`src/rtl/core/phd_pkg.sv`:
```
// phd_pkg: shared types and constants for the packet header deframer
// used by phd_parser, packet_header_deframer and phd_checker
`timescale 1ns / 1ps
`default_nettype none

package phd_pkg;

    localparam int unsigned HDR_BYTES = 16;
    localparam int unsigned POS_W     = 5;
    localparam int unsigned COUNT_W   = 33;
    localparam int unsigned CFG_IDX_W = 3;

    // error codes, lowest nonzero wins
    localparam logic [3:0] ERR_OK       = 4'd0;
    localparam logic [3:0] ERR_SHORT    = 4'd1;
    localparam logic [3:0] ERR_MAGIC    = 4'd2;
    localparam logic [3:0] ERR_VERSION  = 4'd3;
    localparam logic [3:0] ERR_RESERVED = 4'd4;
    localparam logic [3:0] ERR_ZERO_SEQ = 4'd5;
    localparam logic [3:0] ERR_TOO_LONG = 4'd6;
    localparam logic [3:0] ERR_LEN_MISM = 4'd7;
    localparam logic [3:0] ERR_KIND     = 4'd8;

    // configuration register indexes
    localparam logic [CFG_IDX_W-1:0] CFG_MAGIC   = 3'd0;
    localparam logic [CFG_IDX_W-1:0] CFG_VERSION = 3'd1;
    localparam logic [CFG_IDX_W-1:0] CFG_KIND_A  = 3'd2;
    localparam logic [CFG_IDX_W-1:0] CFG_KIND_B  = 3'd3;
    localparam logic [CFG_IDX_W-1:0] CFG_MAX_LEN = 3'd4;

    localparam logic [31:0] RST_MAGIC   = 32'h0000_0000;
    localparam logic [15:0] RST_VERSION = 16'd1;
    localparam logic [7:0]  RST_KIND_A  = 8'd1;
    localparam logic [7:0]  RST_KIND_B  = 8'd2;
    localparam logic [31:0] RST_MAX_LEN = 32'hFFFF_FFFF;

    typedef struct packed {
        logic [31:0] magic_word;
        logic [15:0] protocol_version;
        logic [7:0]  kind_code_a;
        logic [7:0]  kind_code_b;
        logic [31:0] max_payload_bytes;
    } t_cfg;

    typedef struct packed {
        logic        emit;
        logic [7:0]  payload_byte;
        logic        payload_valid;
        logic        packet_done;
        logic        packet_ok;
        logic [3:0]  error_code;
        logic [7:0]  packet_kind;
        logic [31:0] sequence_number;
    } t_result;

endpackage

`default_nettype wire

```
`src/rtl/core/packet_header_deframer.sv`:
```
// packet_header_deframer: byte-serial parser for a 16-byte header plus payload
// depends on phd_pkg and phd_parser
//
// usage
//   input channel: i_rx_byte / i_last_byte with i_in_valid, o_in_stall.
//   a request is taken at a clock edge with i_in_valid high and o_in_stall low.
//   output channel: o_out_valid, i_out_stall and the result fields; a result
//   is taken at an edge with o_out_valid high and i_out_stall low.
//   header bytes that are not last give no result. payload bytes come out with
//   o_payload_valid; the last byte carries the verdict (o_packet_done, ok,
//   error code, kind, sequence).
//   config: i_cfg_valid / o_cfg_ready (always ready), i_cfg_index, i_cfg_data;
//   write only while no request is in flight. unknown indexes are ignored.
//   timing: one byte per cycle sustained while the output is not stalled. a
//   byte is parsed out of the input register and its result loads the output
//   register, which drives o_out_valid.
//   stall: while the output register holds a result and i_out_stall is high,
//   the input register holds its byte and o_in_stall goes high once it is full.
//   reset: synchronous, active low; clears both pipeline registers, the packet
//   state and loads the register defaults (magic 0, version 1, kinds 1 and 2,
//   max length all ones).
`timescale 1ns / 1ps
`default_nettype none

module packet_header_deframer (
    input  wire logic                          i_clk,
    input  wire logic                          i_rst_n,
    input  wire logic                          i_in_valid,
    output logic                               o_in_stall,
    input  wire logic [7:0]                    i_rx_byte,
    input  wire logic                          i_last_byte,
    output logic                               o_out_valid,
    input  wire logic                          i_out_stall,
    output logic [7:0]                         o_payload_byte,
    output logic                               o_payload_valid,
    output logic                               o_packet_done,
    output logic                               o_packet_ok,
    output logic [3:0]                         o_error_code,
    output logic [7:0]                         o_packet_kind,
    output logic [31:0]                        o_sequence_number,
    input  wire logic                          i_cfg_valid,
    output logic                               o_cfg_ready,
    input  wire logic [phd_pkg::CFG_IDX_W-1:0] i_cfg_index,
    input  wire logic [31:0]                   i_cfg_data
);
    import phd_pkg::*;

    t_cfg    r_cfg;
    logic    r_s1_valid;
    logic [7:0] r_s1_byte;
    logic    r_s1_last;
    logic    r_out_valid;
    t_result r_res;
    t_result res;
    logic    s2_free;
    logic    step;

    assign o_cfg_ready = 1'b1;

    always_ff @(posedge i_clk) begin
        if (!i_rst_n) begin
            r_cfg.magic_word        <= RST_MAGIC;
            r_cfg.protocol_version  <= RST_VERSION;
            r_cfg.kind_code_a       <= RST_KIND_A;
            r_cfg.kind_code_b       <= RST_KIND_B;
            r_cfg.max_payload_bytes <= RST_MAX_LEN;
        end else if (i_cfg_valid) begin
            case (i_cfg_index)
                CFG_MAGIC:   r_cfg.magic_word        <= i_cfg_data;
                CFG_VERSION: r_cfg.protocol_version  <= i_cfg_data[15:0];
                CFG_KIND_A:  r_cfg.kind_code_a       <= i_cfg_data[7:0];
                CFG_KIND_B:  r_cfg.kind_code_b       <= i_cfg_data[7:0];
                CFG_MAX_LEN: r_cfg.max_payload_bytes <= i_cfg_data;
                default: ;
            endcase
        end
    end

    assign s2_free    = !r_out_valid || !i_out_stall;
    assign step       = r_s1_valid && s2_free;
    assign o_in_stall = r_s1_valid && !s2_free;

    // input register
    always_ff @(posedge i_clk) begin
        if (!i_rst_n) begin
            r_s1_valid <= 1'b0;
        end else if (!o_in_stall) begin
            r_s1_valid <= i_in_valid;
        end
    end

    always_ff @(posedge i_clk) begin
        if (i_in_valid && !o_in_stall) begin
            r_s1_byte <= i_rx_byte;
            r_s1_last <= i_last_byte;
        end
    end

    phd_parser u_parser (
        .i_clk   (i_clk),
        .i_rst_n (i_rst_n),
        .i_step  (step),
        .i_byte  (r_s1_byte),
        .i_last  (r_s1_last),
        .i_cfg   (r_cfg),
        .o_res   (res)
    );

    // result register
    always_ff @(posedge i_clk) begin
        if (!i_rst_n) begin
            r_out_valid <= 1'b0;
        end else if (s2_free) begin
            r_out_valid <= r_s1_valid && res.emit;
        end
    end

    always_ff @(posedge i_clk) begin
        if (step) begin
            r_res <= res;
        end
    end

    assign o_out_valid       = r_out_valid;
    assign o_payload_byte    = r_res.payload_byte;
    assign o_payload_valid   = r_res.payload_valid;
    assign o_packet_done     = r_res.packet_done;
    assign o_packet_ok       = r_res.packet_ok;
    assign o_error_code      = r_res.error_code;
    assign o_packet_kind     = r_res.packet_kind;
    assign o_sequence_number = r_res.sequence_number;

endmodule

`default_nettype wire

```
`src/rtl/core/phd_parser.sv`:
```
// phd_parser: header field capture, payload count and verdict for one byte
// depends on phd_pkg
`timescale 1ns / 1ps
`default_nettype none

module phd_parser (
    input  wire logic            i_clk,
    input  wire logic            i_rst_n,
    input  wire logic            i_step,
    input  wire logic [7:0]      i_byte,
    input  wire logic            i_last,
    input  wire phd_pkg::t_cfg   i_cfg,
    output phd_pkg::t_result     o_res
);
    import phd_pkg::*;

    localparam logic [COUNT_W-1:0] COUNT_MAX = '1;

    logic [POS_W-1:0]   r_pos,   n_pos,   u_pos;
    logic [31:0]        r_magic, n_magic, u_magic;
    logic [15:0]        r_ver,   n_ver,   u_ver;
    logic [7:0]         r_kind,  n_kind,  u_kind;
    logic               r_rsvd,  n_rsvd,  u_rsvd;
    logic [31:0]        r_seq,   n_seq,   u_seq;
    logic [31:0]        r_len,   n_len,   u_len;
    logic [COUNT_W-1:0] r_count, n_count, u_count;
    logic               is_pay;
    logic [3:0]         code;

    always_comb begin
        u_pos   = r_pos;
        u_magic = r_magic;
        u_ver   = r_ver;
        u_kind  = r_kind;
        u_rsvd  = r_rsvd;
        u_seq   = r_seq;
        u_len   = r_len;
        u_count = r_count;
        is_pay  = (r_pos >= POS_W'(HDR_BYTES));

        if (!is_pay) begin
            case (r_pos[3:0]) inside
                [4'd0:4'd3]:   u_magic = {r_magic[23:0], i_byte};
                [4'd4:4'd5]:   u_ver   = {r_ver[7:0], i_byte};
                4'd6:          u_kind  = i_byte;
                4'd7:          u_rsvd  = (i_byte != 8'd0);
                [4'd8:4'd11]:  u_seq   = {r_seq[23:0], i_byte};
                default:       u_len   = {r_len[23:0], i_byte};
            endcase
            u_pos = r_pos + POS_W'(1);
        end else if (r_count != COUNT_MAX) begin
            u_count = r_count + COUNT_W'(1);
        end

        // verdict on the state including this byte
        if (u_pos < POS_W'(HDR_BYTES))                     code = ERR_SHORT;
        else if (u_magic != i_cfg.magic_word)              code = ERR_MAGIC;
        else if (u_ver != i_cfg.protocol_version)          code = ERR_VERSION;
        else if (u_rsvd)                                   code = ERR_RESERVED;
        else if (u_seq == 32'd0)                           code = ERR_ZERO_SEQ;
        else if (u_len > i_cfg.max_payload_bytes)          code = ERR_TOO_LONG;
        else if ({1'b0, u_len} != u_count)                 code = ERR_LEN_MISM;
        else if (u_kind != i_cfg.kind_code_a && u_kind != i_cfg.kind_code_b)
                                                           code = ERR_KIND;
        else                                               code = ERR_OK;

        o_res                 = '0;
        o_res.emit            = is_pay || i_last;
        o_res.payload_valid   = is_pay;
        o_res.payload_byte    = is_pay ? i_byte : 8'd0;
        if (i_last) begin
            o_res.packet_done = 1'b1;
            o_res.packet_ok   = (code == ERR_OK);
            o_res.error_code  = code;
            if (code != ERR_SHORT) begin
                o_res.packet_kind     = u_kind;
                o_res.sequence_number = u_seq;
            end
        end

        // last byte returns the packet state to reset values
        if (i_last) begin
            n_pos   = '0;
            n_magic = '0;
            n_ver   = '0;
            n_kind  = '0;
            n_rsvd  = 1'b0;
            n_seq   = '0;
            n_len   = '0;
            n_count = '0;
        end else begin
            n_pos   = u_pos;
            n_magic = u_magic;
            n_ver   = u_ver;
            n_kind  = u_kind;
            n_rsvd  = u_rsvd;
            n_seq   = u_seq;
            n_len   = u_len;
            n_count = u_count;
        end
    end

    always_ff @(posedge i_clk) begin
        if (!i_rst_n) begin
            r_pos   <= '0;
            r_magic <= '0;
            r_ver   <= '0;
            r_kind  <= '0;
            r_rsvd  <= 1'b0;
            r_seq   <= '0;
            r_len   <= '0;
            r_count <= '0;
        end else if (i_step) begin
            r_pos   <= n_pos;
            r_magic <= n_magic;
            r_ver   <= n_ver;
            r_kind  <= n_kind;
            r_rsvd  <= n_rsvd;
            r_seq   <= n_seq;
            r_len   <= n_len;
            r_count <= n_count;
        end
    end

endmodule

`default_nettype wire

```
`config.mk`:
```
export PLATFORM = sky130hd
export DESIGN_NAME = packet_header_deframer
export DESIGN_NICKNAME = d
export VERILOG_FILES = /design/src/rtl/core/phd_pkg.sv /design/src/rtl/core/packet_header_deframer.sv /design/src/rtl/core/phd_parser.sv
export SDC_FILE = /design/constraint.sdc
export NUM_CORES = 1
export LEC_CHECK = 0
export BUFFER_PORTS_ARGS = -buffer_cell sky130_fd_sc_hd__buf_4
export CORE_UTILIZATION = 30
export DETAILED_ROUTE_END_ITERATION = 6
export PLACE_DENSITY = 0.52
export SETUP_SLACK_MARGIN = 0.4
export SKIP_CTS_REPAIR_TIMING = 1
export SLEW_MARGIN = 20
export SYNTH_ARGS = -nofsm -noshare
export SYNTH_HDL_FRONTEND = slang
export SYNTH_SLANG_ARGS = --single-unit
```
`constraint.sdc`:
```
create_clock -name i_clk -period 6.2 [get_ports i_clk]
set_input_delay 1.24 -clock i_clk [delete_from_list [all_inputs] [get_ports i_clk]]
set_output_delay 1.24 -clock i_clk [all_outputs]
set_load 0.1 [all_outputs]
```
==> results of run 1 <==
kinds of logic (layout without fill, tap and decap cells):
logic type	after synthesis	after routing	synth area share
xor gates and xnor gates	112	112	0.06033
and+or+nand+nor	681	681	0.2104
DFF	321	321	0.4346
buffers and inverters	188	254	0.04617
AOI/OAI and AO/OA	393	393	0.1629
adders and majority gates	37	37	0.02847
other	1	1	0.0002306
muxes	91	91	0.05694
report_power, final:
part	total (W)	switching, W	internal, W	leakage (nW)
clock network	0.00233	0.000902	0.00142	0.638
logic	0.000369	0.000272	0.0000963	4.25
registers	0.00220	0.0000304	0.00217	2.66
worst min path at each step:
stage                         start             to  slack (ns)  cells after the start
after floorplan           r_s1_last  o_packet_done        0.42                      0
after global placement    r_cfg[78]      r_cfg[78]        0.46                      2
after detailed placement  r_cfg[82]      r_cfg[82]        0.47                      2
after CTS                 r_cfg[82]      r_cfg[82]        0.48                      2
after global routing      r_cfg[79]      r_cfg[79]        0.50                      2
final                     r_cfg[41]      r_cfg[41]        0.48                      2
metal layers:
layer / routed length (um) / part of all wire / track usage
met1: 22090 / 0.47 / 0.2302
met2: 21800 / 0.46 / 0.2729
met3: 2266 / 0.048 / 0.02773
met4: 1321 / 0.028 / 0.06061
met5: 0 / 0 / 0
cell usage after synthesis, types with 5 or more instances:
master	count	area [um^2]
mux2i_1	79	790.8
xor2_1	58	508.0
nor2_1	56	210.2
and2_1	43	269.0
nand3_1	22	110.1
nor2b_1	113	706.9
or3_1	12	75.07
ha_1	37	462.9
xnor2_1	54	473.0
nand2_1	309	1160
mux2_2	12	135.1
a21o_1	8	60.06
o211ai_1	36	270.3
a31oi_1	13	81.33
nor4_1	25	156.4
and4_1	10	87.58
inv_1	59	221.5
edfxtp_1	64	1922
nor3_1	12	60.06
o21ai_0	72	360.4
a21boi_0	79	593.1
a21oi_1	54	270.3
clkbuf_1	110	412.9
buf_2	11	55.05
nand4_1	33	206.5
dfxtp_1	257	5145
and3_1	22	137.6
a211oi_1	5	37.54
a22oi_1	101	758.2
critical path, stage by stage (launching register included):
cell and delay (ns):
dfxtp_1 0.45, inv_1 0.11, ha_1 0.28, nor4_1 0.53
o21ai_4 0.21, buf_4 0.31, mux2_2 0.37, ha_1 0.19
a21o_1 0.18, a21o_1 0.18, a221o_1 0.29, a221oi_1 0.28
o21ai_0 0.15, a211o_1 0.30, o21ai_0 0.42, nand3b_1 0.18
nor3_1 0.27, a21oi_1 0.12
stage by stage:
stage                     setup WS (ns)    util  hold slack, ns  cells  total power, W
final                             1.125  0.3559          0.4784   2578        0.004891
after floorplan                   2.080       -          0.4244   1824        0.002484
after detailed placement          1.180  0.3313          0.4717   2510        0.002614
after global routing             0.7823  0.3559          0.5004   2578        0.005070
after CTS                         1.140  0.3557          0.4799   2578        0.004954
after global placement            1.369  0.3313          0.4645   2510        0.002611
state kept, by name, summed over array words and instances, names as in the netlist, 16 cells and up:
signal	count
u_parser.r_magic	32
r_cfg	96
u_parser.r_count	33
o_sequence_number	32
u_parser.r_seq	32
u_parser.r_ver	16
u_parser.r_len	32
layout make-up:
type	instances	area, um^2
fillers	5377	34190
multi-input cells	1315	8488
flip-flops and latches	321	7067
clock buffers	53	1077
repair buffers	127	957.2
well taps	688	860.8
inverters	59	222.7
clock inverters	15	215.2
==> results.md, run 1 <==
- Setup crit end: o_error_code[2]
- H-tree depth: 2
- Slew Viols, Final: 0
- Skew final: between 0.02 and 0.03 ns
- CP Data Required Time: approximately 6.5 ns
- RSZ-0062 raised after global routing: false
- Largest net degree at the start of global routing: 139
- Worst Path Max Fanout: 23
- CTS tree: built
- GPL Wtd Cong: 0.8709
- Initial Util: 0.3064
- Maximum clock rate: approximately 200 MHz
- Least-Margin Pin Slew: 1.017 ns
- Root Driver: clkbuf_16
- Clock buffer depth: 3
- Die X-Extent: around 230 um
- Post-route minimum period: just over 5 ns
- First-pass GRT wire length: between 70000 and 80000 um
- Gate Count Post-Synth: approximately 1800
- Post-placement cell area: about 18000 um^2
- Final setup viols: 0
- Grt ovf: 0
- TritonCTS Sinks: around 320
- Port Buf Inserts: approximately 110
- CP startpoint kind: register
- Fin nets: a little under 2000
- Flops & latches, synth: roughly 320
- Starting DRC count in detailed routing: between 900 and 1000
- Post-synth EDFFs: 64
- Vias in the first global route: 12690
- Layout area overhead: 16.16%
- Via count: 13170
- Synth Cell Area: around 16000 um^2
- Via density: between 5 and 6
- Core Area: 53080 um^2
- Max VDD drop: between 0.00015 and 0.0002 V
- Post-route ant nets: 0
- Cells on worst reg2reg path: 17
- Final Hold Violating Endpoints: 0
- Residual DRC: 0
- Insertion delay to the later sink of the worst-skew pair: 0.55 ns
- Status: complete, no violations
- Critical Path End Type: register
- Leakage power: roughly 7.5 nW
- Reg clk slew, reported paths: roughly 0.06 ns
- CP Launch Point: u_parser.r_pos[0]
- Power density over the cells: ~260 nW/um^2
- Diode count: 0
- Total wire length: between 40000 and 50000 um
- Kind of critical path: reg -> reg
- DRT Pass-1 Iters: 7
- Die Height: 234.8 um
- Register area share after synthesis: 0.4346
- Commonest cells after routing, fill and taps aside: nand2_1 (308), dfxtp_1 (257), buf_4 (126)
- Period utilization: 0.8185
- GRT Total Usage: 0.1702
- I/O pins: about 110
- Final HPWL DP: 32000 um
- Library cells used by synthesis: 67
- Cell area after layout: 18890 um^2
- Max-cap viol count: 0
- Fraction of layout cells with a size suffix above 1: 0.1201
- Initial antenna violation count: 0
- Post-DR wirelength/cell: ~18 um
- Hold WC Path Type: reg -> reg
- Slew headroom: 0.3175
- Crit Reg-Reg Endpoint: o_error_code[2]
- Ys async rst share: 0
- R2r setup slk: approximately 1.1 ns
- CTS Buf Count: 38
- Setup_tns: 0 ns
- WP data arrival: around 5.4 ns
- Warnings from Yosys: 0
- Die area: approximately 55000 um^2
- Syn Area/Cell: between 8 and 9 um^2
- Most used DFF post-synth: dfxtp_1
- Syn nets: roughly 1900
- FF-to-FF Start: u_parser.r_pos[0]
- Site Rows: 84
- Commonest non-fill, non-tap cell in the layout: nand2_1
Note: power is estimated with default switching activity, not from simulation.
==> inputs of run 2 (changes only) <==
==> constraint.sdc (replaced) <==
create_clock -name i_clk -period 4.8 [get_ports i_clk]
set_input_delay 0.96 -clock i_clk [delete_from_list [all_inputs] [get_ports i_clk]]
set_output_delay 0.96 -clock i_clk [all_outputs]
set_load 0.1 [all_outputs]
==> run 2 against run 1 <==
  * Highest routed layer unchanged
  * Clock-buffer cell count up 1
  * Critical endpoint unchanged
  * Clock skew down 0.013 ns
  * Power up 30%
  * Routed wire length up 1.7%
==> results.md, run 2 (synthesized netlist as in run 1, its figures left out) <==
- Status: complete, no violations
- Slew headroom: 0.3281
- Die area: 55140 um^2
- Critical Path End Type: register
- Power density over the cells: roughly 330 nW/um^2
- CP startpoint kind: register
- Most frequent CP cell: o21ai_4
- Setup_tns: 0 ns
- Largest registers: r_cfg: 96 flops, u_parser.r_count: 33 flops
- Via density: about 5.1
- CP Data Required Time: a little over 5 ns
- Kind of critical path: reg -> reg
- Largest net degree at the start of global routing: approximately 120
- RSZ-0062 raised after global routing: false
- Period utilization: 0.8770
- Port Buf Inserts: ~110
- Maximum clock rate: 237.6 MHz
- Core Area: ~53000 um^2
- Int Pwr: roughly 0.0048 W
- Reg power frac: 0.447
- Sw Share: 0.2513
- WP data arrival: 4.50 ns
- Final HPWL DP: ~33000 um
- Die Height: between 200 and 250 um
- Final Hold Violating Endpoints: 0
- Via count: ~13000
- Vias in the first global route: 12960
- GPL Wtd Cong: about 0.84
- Post-placement cell area: 17680 um^2
- Clock buffer depth: 3
- Max VDD drop: ~0.0002 V
- Reg clk slew, reported paths: roughly 0.060 ns
- Post-Route Utilization: 0.3620
- Post-DR wirelength/cell: 18.55 um
- Biggest register: r_cfg
- Final setup viols: 0
- Slew Viols, Final: 0
- Initial Util: 0.3064
- Max FFs per register: between 90 and 100
- Max-cap viol count: 0
- Number of fill cells in the layout: around 5400
- Commonest cells after routing, fill and taps aside: nand2_1 (308), dfxtp_1 (255), buf_4 (144)
- CTS tree: built
- Insertion delay to the later sink of the worst-skew pair: 0.56 ns
- Critical path's largest stage delay: roughly 0.39 ns
- Skew final: 0.01343 ns
- Switching power: ~0.0016 W
- Starting DRC count in detailed routing: around 940
- Final worst slack: roughly 0.59 ns
- Worst Path Max Fanout: 6
- Hold WC Path Type: reg -> reg
- Die X-Extent: around 230 um
- First-pass GRT wire length: around 76000 um
- Commonest non-fill, non-tap cell in the layout: nand2_1
- Site Rows: between 80 and 90
- Gate power share: 0.076
- Layout area overhead: 18.14%
- Post-route ant nets: 0
- GRT Total Usage: 0.1724
- DRT Pass-1 Iters: 7
- H-tree depth: 2
- Grt ovf: 0
- Leakage power: 7.640 nW
- Slowest CP cell: dfxtp_4
- Cell area after layout: roughly 19000 um^2
- Residual DRC: 0
- Least-Margin Pin Slew: ~1.0 ns
- Root Driver: clkbuf_16
- Total wire length: around 48000 um
- Dpl ws: -0.05085 ns
- Diode count: 0
- TritonCTS Sinks: between 300 and 400
- Fin nets: between 1500 and 2000
- Initial antenna violation count: 0
- CTS Buf Count: 39
- Post-route minimum period: about 4.2 ns
- CP cell instances: inv_1, ha_4, nor4_4, o21ai_4, buf_6, mux2_2, ha_1, and4_1, a221o_1, a221oi_2, o21ai_1, a211o_1, o21ai_4, nand3b_1, nor3_2, a21oi_1
- Final Power: roughly 0.0064 W
- Clk pwr share: 0.477
- I/O pins: roughly 110
- Fraction of layout cells with a size suffix above 1: 0.1357
[run 2: critical path, delay by kind of cell, from the launching register on]
kind | cells | cell delay [ns]
AOI/OAI and AO/OA | 7 | 1.51
adders and majority gates | 2 | 0.49
buffers and inverters | 2 | 0.28
DFF | 1 | 0.39
muxes | 1 | 0.30
and+or+nand+nor | 4 | 0.97
[run 2: worst paths after layout]
path / from / endpoint / slack [ns] / cells after the start
setup reg to reg: u_parser.r_pos[1] / o_error_code[2] / 0.59 / 16
hold / removal: r_cfg[80] / r_cfg[80] / 0.47 / 2
hold reg to reg: r_cfg[80] / r_cfg[80] / 0.47 / 2
setup / recovery: u_parser.r_pos[1] / o_error_code[2] / 0.59 / 16
[run 2: layout make-up]
type | instances | area (um^2) | area share
clock buffer | 54 | 1105 | 0.05751
clock inverter | 17 | 200.2 | 0.01042
inverter | 59 | 222.7 | 0.01159
multi-input combinational | 1316 | 8593 | 0.4473
sequential | 321 | 7074 | 0.3682
tap | 688 | 860.8 | 0.04481
timing repair buffer | 149 | 1155 | 0.06011
[run 2: per-stage QoR]
stage,cells,hold slack (ns)
global route,2604,0.4954
finish,2604,0.4749
global placement,2519,0.4618
CTS,2590,0.4787
detailed placement,2519,0.4705
floorplan,1824,0.4244
[run 2: power by group through the flow]
| stage | sequential [W] | clock [W] | combinational, W |
|---|---|---|---|
| after floorplan | 0.00304 | 0 | 0.000173 |
| after global placement | 0.00290 | 0 | 0.000478 |
| after detailed placement | 0.00290 | 0 | 0.000480 |
| after CTS | 0.00284 | 0.00311 | 0.000482 |
| after global routing | 0.00284 | 0.00322 | 0.000512 |
| final | 0.00284 | 0.00303 | 0.000483 |
[run 2: routing by layer]
| metal | track usage | part of all wire |
|---|---|---|
| met1 | 0.2347 | 0.47 |
| met2 | 0.2813 | 0.46 |
| met3 | 0.02373 | 0.046 |
| met4 | 0.05403 | 0.024 |
| met5 | 0 | 0 |
